[config.mk]
export PLATFORM = sky130hd
export DESIGN_NAME = rac_match
export DESIGN_NICKNAME = d
export VERILOG_FILES = /design/src/hdl/rac_pkg.sv /design/src/hdl/rac_match.sv
export SDC_FILE = /design/constraint.sdc
export NUM_CORES = 1
export LEC_CHECK = 0
export CAP_MARGIN = 10
export CORE_MARGIN = 2
export CORE_UTILIZATION = 40
export DETAILED_ROUTE_END_ITERATION = 8
export DONT_BUFFER_PORTS = 1
export PLACE_DENSITY = 0.66
export SKIP_LAST_GASP = 1
export SLEW_MARGIN = 10
export SYNTH_ARGS = -nofsm -noshare
export SYNTH_HDL_FRONTEND = slang
export SYNTH_SLANG_ARGS = --single-unit
[constraint.sdc]
create_clock -name vclk -period 16.6
set_input_delay 3.32 -clock vclk [all_inputs]
set_output_delay 3.32 -clock vclk [all_outputs]
set_load 0.05 [all_outputs]
[src/hdl/rac_pkg.sv]
`timescale 1ns / 1ps

package rac_pkg;

    localparam int unsigned RAC_SLOTS_DEFAULT = 16;
    localparam int unsigned RAC_AW            = 64;

    // operation codes
    localparam logic [1:0] OP_ADD   = 2'd0;
    localparam logic [1:0] OP_READ  = 2'd1;
    localparam logic [1:0] OP_WRITE = 2'd2;
    localparam logic [1:0] OP_CLEAR = 2'd3;

    // status codes
    localparam logic [2:0] ST_OK        = 3'd0;
    localparam logic [2:0] ST_BAD_ARGS  = 3'd1;
    localparam logic [2:0] ST_FULL      = 3'd2;
    localparam logic [2:0] ST_NO_REGION = 3'd3;
    localparam logic [2:0] ST_DENIED    = 3'd4;
    localparam logic [2:0] ST_NO_BUFFER = 3'd5;

    // one table entry as held in the region ram
    typedef struct packed {
        logic [RAC_AW-1:0] base;
        logic [RAC_AW-1:0] size;
        logic              readable;
        logic              writable;
    } t_entry;

    localparam int unsigned RAC_ENTRY_W = $bits(t_entry);

    // outcome of testing one entry against the access span
    typedef struct packed {
        logic hit;
        logic allowed;
    } t_match;

endpackage

[src/hdl/rac_match.sv]
`timescale 1ns / 1ps

module rac_match
    import rac_pkg::*;
(
    input  t_entry            i_entry,
    input  logic [RAC_AW-1:0] i_start,
    input  logic [RAC_AW:0]   i_end,
    input  logic              i_is_write,
    output t_match            o_res
);

    // region limit one past its last byte, kept at 65 bits so it cannot wrap
    logic [RAC_AW:0] w_limit;

    assign w_limit = {1'b0, i_entry.base} + {1'b0, i_entry.size};

    // span inside region: start at or above base, start and end at or below limit
    assign o_res.hit = (i_start >= i_entry.base) &&
                       ({1'b0, i_start} <= w_limit) &&
                       (i_end <= w_limit);
    assign o_res.allowed = i_is_write ? i_entry.writable : i_entry.readable;

endmodule

# [Word level (Yosys, flattened, before mapping)]
# Index checks and enable logic that the tools add are counted.
[totals] register_bits=0 input_bits=260 out_inout_bits=2 word_cells=7
[op_classes] add_sub_neg=1 order_cmp=3 muxes=1 n_reduce_logical=2
[op_table] cell="$add 64x64->65" count=1
[op_table] cell="$le 64x65->1" count=1
[op_table] cell="$le 65x65->1" count=1
[op_table] cell="$ge 64x64->1" count=1
[op_table] cell="$logic_and 1x1->1" count=2
[op_table] cell="$mux 1" count=1

# [Logic depth before layout (Yosys ltp)]
# Gate-level depths: netlist of run 1.
[logic_depth] ltp_word=4 mapped_depth=25

# [Least setup slack after synthesis of run 1]
# Ideal clock, no wire load.
[synth_path] path_type="in2out" from="input i_entry[10] (netlist name)" to="output o_res[1] (netlist name)" arrival_time_ns=8.044 t_required_ns=13.280 slack_ns=5.236 stages=21 path_cell_list="ha_1 -> a21oi_1 -> o21ai_2 -> a21oi_1 -> o211ai_4 -> a211oi_4 -> or3_1 -> a311oi_2 -> a21o_2 -> a21oi_1 -> xor2_1 -> ha_1 -> nand2_1 -> or3_1 -> or3_1 -> or3_1 -> nor4_2 -> nor2_1 -> maj3_2 -> nand2_1 -> o211a_1"
[synth_lines] item="start, declared" line_no="rac_match.sv:6" source="input t_entry i_entry,"
[synth_lines] item="end, declared" line_no="rac_match.sv:10" source="output t_match o_res"

==> results of run 1 <==
## cells by family (layout without fill, tap and decap cells)
| logic type | after synthesis | after routing | share of synthesized area (%) |
|---|---|---|---|
| buffers and inverters | 103 | 91 | 5.107 |
| AOI/OAI and AO/OA | 385 | 385 | 31.39 |
| and+or+nand+nor | 257 | 257 | 16.51 |
| muxes | 1 | 1 | 0.1401 |
| adders and majority gates | 257 | 257 | 40.10 |
| xor gates and xnor gates | 62 | 62 | 6.758 |
## worst paths after layout
check,cells past startpoint,slack [ps],end,from
hold / removal,1,6940,o_res[0],i_entry[1]
setup / recovery,21,4540,o_res[1],i_entry[2]
## layer usage
layer  track usage, %  routed length (um)  vias up
met4            4.755                 589        0
met5                0                   0        -
met3            6.301                2349       34
met1            27.95               10540     3498
met2            42.19               12140      257
li1                 -                   -     4010
## stage by stage
step	setup slack, ps	cell area [um^2]
CTS	4550	8302
global route	4291	8302
finish	4540	8302
global placement	4689	8302
floorplan	5236	8035
detailed placement	4565	8302
## Yosys cell counts (5+ instances only)
library cell | instances | area (um^2)
o21a_1 | 9 | 67.56
nor3_1 | 15 | 75.07
clkbuf_1 | 6 | 22.52
ha_1 | 255 | 3191
nand3_1 | 28 | 140.1
o21bai_1 | 17 | 127.6
or3_1 | 10 | 62.56
a21oi_1 | 126 | 630.6
and3_1 | 6 | 37.54
inv_1 | 90 | 337.8
o22ai_1 | 5 | 31.28
nand2b_1 | 14 | 87.58
xnor2_1 | 29 | 254.0
nor2_1 | 44 | 165.2
xor2_1 | 33 | 289.0
a31oi_1 | 9 | 56.30
a211oi_1 | 14 | 105.1
nor2b_1 | 19 | 118.9
o21ai_0 | 57 | 285.3
nand4_1 | 40 | 250.2
o211ai_1 | 15 | 112.6
a21o_1 | 87 | 653.1
nand2_1 | 58 | 217.7
and2_1 | 5 | 31.28
## critical path: stages
cell	delay [ps]
ha_1	210
fa_1	430
a211oi_1	350
o21ai_1	200
nand4_1	240
a21boi_1	120
nor2_1	250
a31oi_1	120
a21oi_1	260
o21bai_1	110
xnor2_1	160
ha_1	310
nand3_1	100
or3_1	420
or3_1	400
or3_1	430
nor4_2	350
nor2_1	80
maj3_2	310
nand2_1	70
o211a_1	460
## power groups by stage
stage                     registers (W)  logic (W)  clock network (W)
after floorplan                       0   0.000290                  0
after global placement                0   0.000366                  0
after detailed placement              0   0.000370                  0
after CTS                             0   0.000373                  0
after global routing                  0   0.000430                  0
final                                 0   0.000373                  0
## layout make-up
type | count | area [um^2]
fill | 2033 | 11290
inverter | 90 | 337.8
multi-input combinational | 962 | 7625
tap | 265 | 331.6
timing repair buffer | 1 | 7.507
==> impl_metrics.tcl, run 1 <==
set metrics [dict create \
    status "finished, final reports clean" \
    synth_cell_types 68 \
    io_buffers 0 \
    vias_per_cell 5.917 \
    floorplan.initialDensity_pct 41.02 \
    rsz0062_at_grt "false" \
    hpwl_mm 23.70 \
    grt_first_pass_wirelength_mm 41.10 \
    critPathKind "primary input to output pin" \
    ys_seq_area_share_pct 0 \
    combPwrFrac_pct 100.0 \
    drt-initial-drc-count 372 \
    dieHeight_um 145.7 \
    period_needed_ps 12060 \
    dieArea_um2 21240 \
    timing.fmax_ghz 0.08292 \
    finish.utilization_pct 42.38 \
    startpoint_type "primary input" \
    p_sw_w 0.0002109 \
    final_hold_viol_count 0 \
    slew_headroom_pct 42.75 \
    drcViolationCount 0 \
    whs_ps 6941 \
    finalSetupViolations 0 \
    ys_warn_count 0 \
    final-seq-area_um2 0 \
    place_congestion 0.9203 \
    num-nets-final 1571 \
    wl_mm 25.62 \
    antenna_found_initial 0 \
    crit_arrival_ps 8740 \
    fin_crit_sh_pct 72.65 \
    vias 7799 \
    synth_fp_nets 1581 \
    power.leakage_nw 4.288 \
    track_usage_pct 23.46 \
    p_int_w 0.0001623 \
    final_common_cell "ha_1" \
    total_power_w 0.0003732 \
    cp_max_fo 3 \
    num-clock-buffers 0 \
    final_cell_mix "ha_1, a21oi_1, inv_1" \
    syn_to_final_growth_pct 3.317 \
    tightest_slew_ps 845.5 \
    synthesis.instances 1065 \
    syn_area_um2 8035 \
    grt_max_degree 11 \
    end_kind "output pin" \
    p_seq_share_pct 0 \
    cts_hold_buf 0 \
    core-area_um2 19590 \
    cp_data_required_time_ps 13280 \
    antenna_cells 0 \
    routedWlPerCell_um 19.44 \
    fin_cells 1318 \
    grt_pass1_vias 8105 \
    fp.dieW_um 145.7 \
    cts_setup_buffers 0 \
    place_inst 1318 \
    drive_above_1_share_pct 2.469 \
    setup-tns-final_ps 0 \
    switching_share_pct 56.51 \
    rows 51 \
    syn_avg_cell_area_um2 7.545 \
    ios 262 \
    clkPwrFrac_pct 0 \
    slew_viol_final 0 \
    ir_drop_uv 19.96 \
    drv_cap 0 \
    power.density_nw_per_um2 44.96 \
    grt_overflow 0 \
    ant_nets 0 \
    cts-resized-gates 0 \
    first_pass_iters 4 \
    hp-class "primary input to output pin" \
    design.seq.count 0 \
]
Power figures use the tool's default switching activity.
==> run 2: changes to the inputs <==
==> constraint.sdc (replaced) <==
create_clock -name vclk -period 11.92
set_input_delay 2.384 -clock vclk [all_inputs]
set_output_delay 2.384 -clock vclk [all_outputs]
set_load 0.05 [all_outputs]
==> run 2 against run 1 <==
  * Sequential share of layout area unchanged
  * Clock-buffer cell count did not move
  * Combinational power grew 39%
  * Routed wire length rose by 0.44%
  * Core utilization unchanged
  * Total power up 39%
  * Final area did not move
  * Sequential cell count stayed put
  * Die area unchanged
  * Non-clock buffer count unchanged
  * Critical path depth unchanged
==> impl_metrics.tcl, run 2 (same netlist as run 1, synthesis figures left out) <==
set metrics [dict create \
    grt_pass1_vias 8007 \
    cp_max_fo 3 \
    hp-class "primary input to output pin" \
    power.leakage_nw 4.288 \
    cts_hold_buf 0 \
    timing.fmax_ghz 0.09886 \
    power.density_nw_per_um2 62.65 \
    ant_nets 0 \
    ir_drop_uv 32.96 \
    place_inst 1318 \
    cp_data_required_time_ps 9540 \
    rows 51 \
    wl_mm 25.73 \
    drive_above_1_share_pct 2.469 \
    cts_setup_buffers 0 \
    antenna_found_initial 0 \
    first_pass_iters 5 \
    fin_crit_sh_pct 84.86 \
    grt_overflow 0 \
    finish.utilization_pct 42.38 \
    routedWlPerCell_um 19.52 \
    startpoint_type "primary input" \
    slew_viol_final 0 \
    num-clock-buffers 0 \
    core-area_um2 19590 \
    io_buffers 0 \
    antenna_cells 0 \
    final_common_cell "ha_1" \
    end_kind "output pin" \
    vias_per_cell 5.891 \
    finalSetupViolations 0 \
    drv_cap 0 \
    tightest_slew_ps 825.6 \
    final_cell_mix "ha_1, a21oi_1, inv_1" \
    cp_cell_sequence "ha_1 > fa_1 > a211oi_1 > o21ai_1 > nand4_1 > a21boi_1 > nor2_1 > a31oi_1 > a21oi_1 > o21bai_1 > xnor2_1 > ha_1 > nand3_1 > or3_1 > or3_1 > or3_1 > nor4_2 > nor2_1 > maj3_2 > nand2_1 > o211a_1" \
    final-seq-area_um2 0 \
    design.seq.count 0 \
    cts-resized-gates 0 \
    dieArea_um2 21240 \
    vias 7764 \
    slowest_stage "o211a_1" \
    grt_first_pass_wirelength_mm 41.03 \
    setup_ws_ps 1805 \
    crit_arrival_ps 7730 \
    max_stage_delay_ps 460 \
    setup-tns-final_ps 0 \
    dieHeight_um 145.7 \
    final_hold_viol_count 0 \
    drcViolationCount 0 \
    drt-initial-drc-count 310 \
    pre_cts_slack_ps 1808 \
    fin_cells 1318 \
    cpMostUsedCell "or3_1" \
    rsz0062_at_grt "false" \
    fillers 2111 \
    track_usage_pct 23.44 \
    period_needed_ps 10110 \
    grt_max_degree 11 \
    floorplan.initialDensity_pct 41.02 \
    place_congestion 0.9206 \
    status "finished, final reports clean" \
    slew_headroom_pct 44.09 \
    ios 262 \
    hpwl_mm 23.75 \
    fp.dieW_um 145.7 \
    num-nets-final 1571 \
    syn_to_final_growth_pct 3.317 \
    critPathKind "primary input to output pin" \
]
==> run 2: cell counts in the layout (fill, tap and decap cells not counted) <==
Identical to the previous run, type by type.
==> run 2: power by group <==
part	leakage, nW	switching [W]	internal [W]
Sequential	0	0	0
Clock	0	0	0
Combinational	4.29	0.000294	0.000226
Total	4.29	0.000294	0.000226
==> run 2: layout make-up <==
class | count | area (um^2) | area share [%]
inverter | 90 | 337.8 | 4.069
multi-input combinational | 962 | 7625 | 91.85
tap | 265 | 331.6 | 3.994
timing repair buffer | 1 | 7.507 | 0.09043
==> run 2: per-stage QoR <==
stage | total power [W] | instance area, um^2 | hold slack (ps)
3_5_place_dp | 0.0005159 | 8302 | 5071
5_1_grt | 0.0005968 | 8302 | 5073
2_1_floorplan | 0.0004041 | 8035 | 5064
4_1_cts | 0.0005195 | 8302 | 5071
3_3_place_gp | 0.0005095 | 8302 | 5069
6_report | 0.0005201 | 8302 | 5069
==> run 2: final timing paths <==
kind	start	slack, ps	end	cells after the start
min	i_entry[1]	5070	o_res[0]	1
max	i_entry[2]	1810	o_res[1]	21
==> run 2: metal layers <==
layer / part of all wire [%] / vias up / global-route usage (%)
li1: - / 4008 / -
met1: 42 / 3477 / 28.10
met2: 48 / 261 / 43.35
met3: 9.1 / 18 / 6.019
met4: 1.1 / 0 / 2.206
met5: 0 / - / 0
==> run 2: critical path: cells and delay by family <==
kind                       cells  cell delay, ps
adders and majority gates      4            1270
and+or+nand+nor                9            2360
xor gates and xnor gates       1             160
AOI/OAI and AO/OA              7            1560
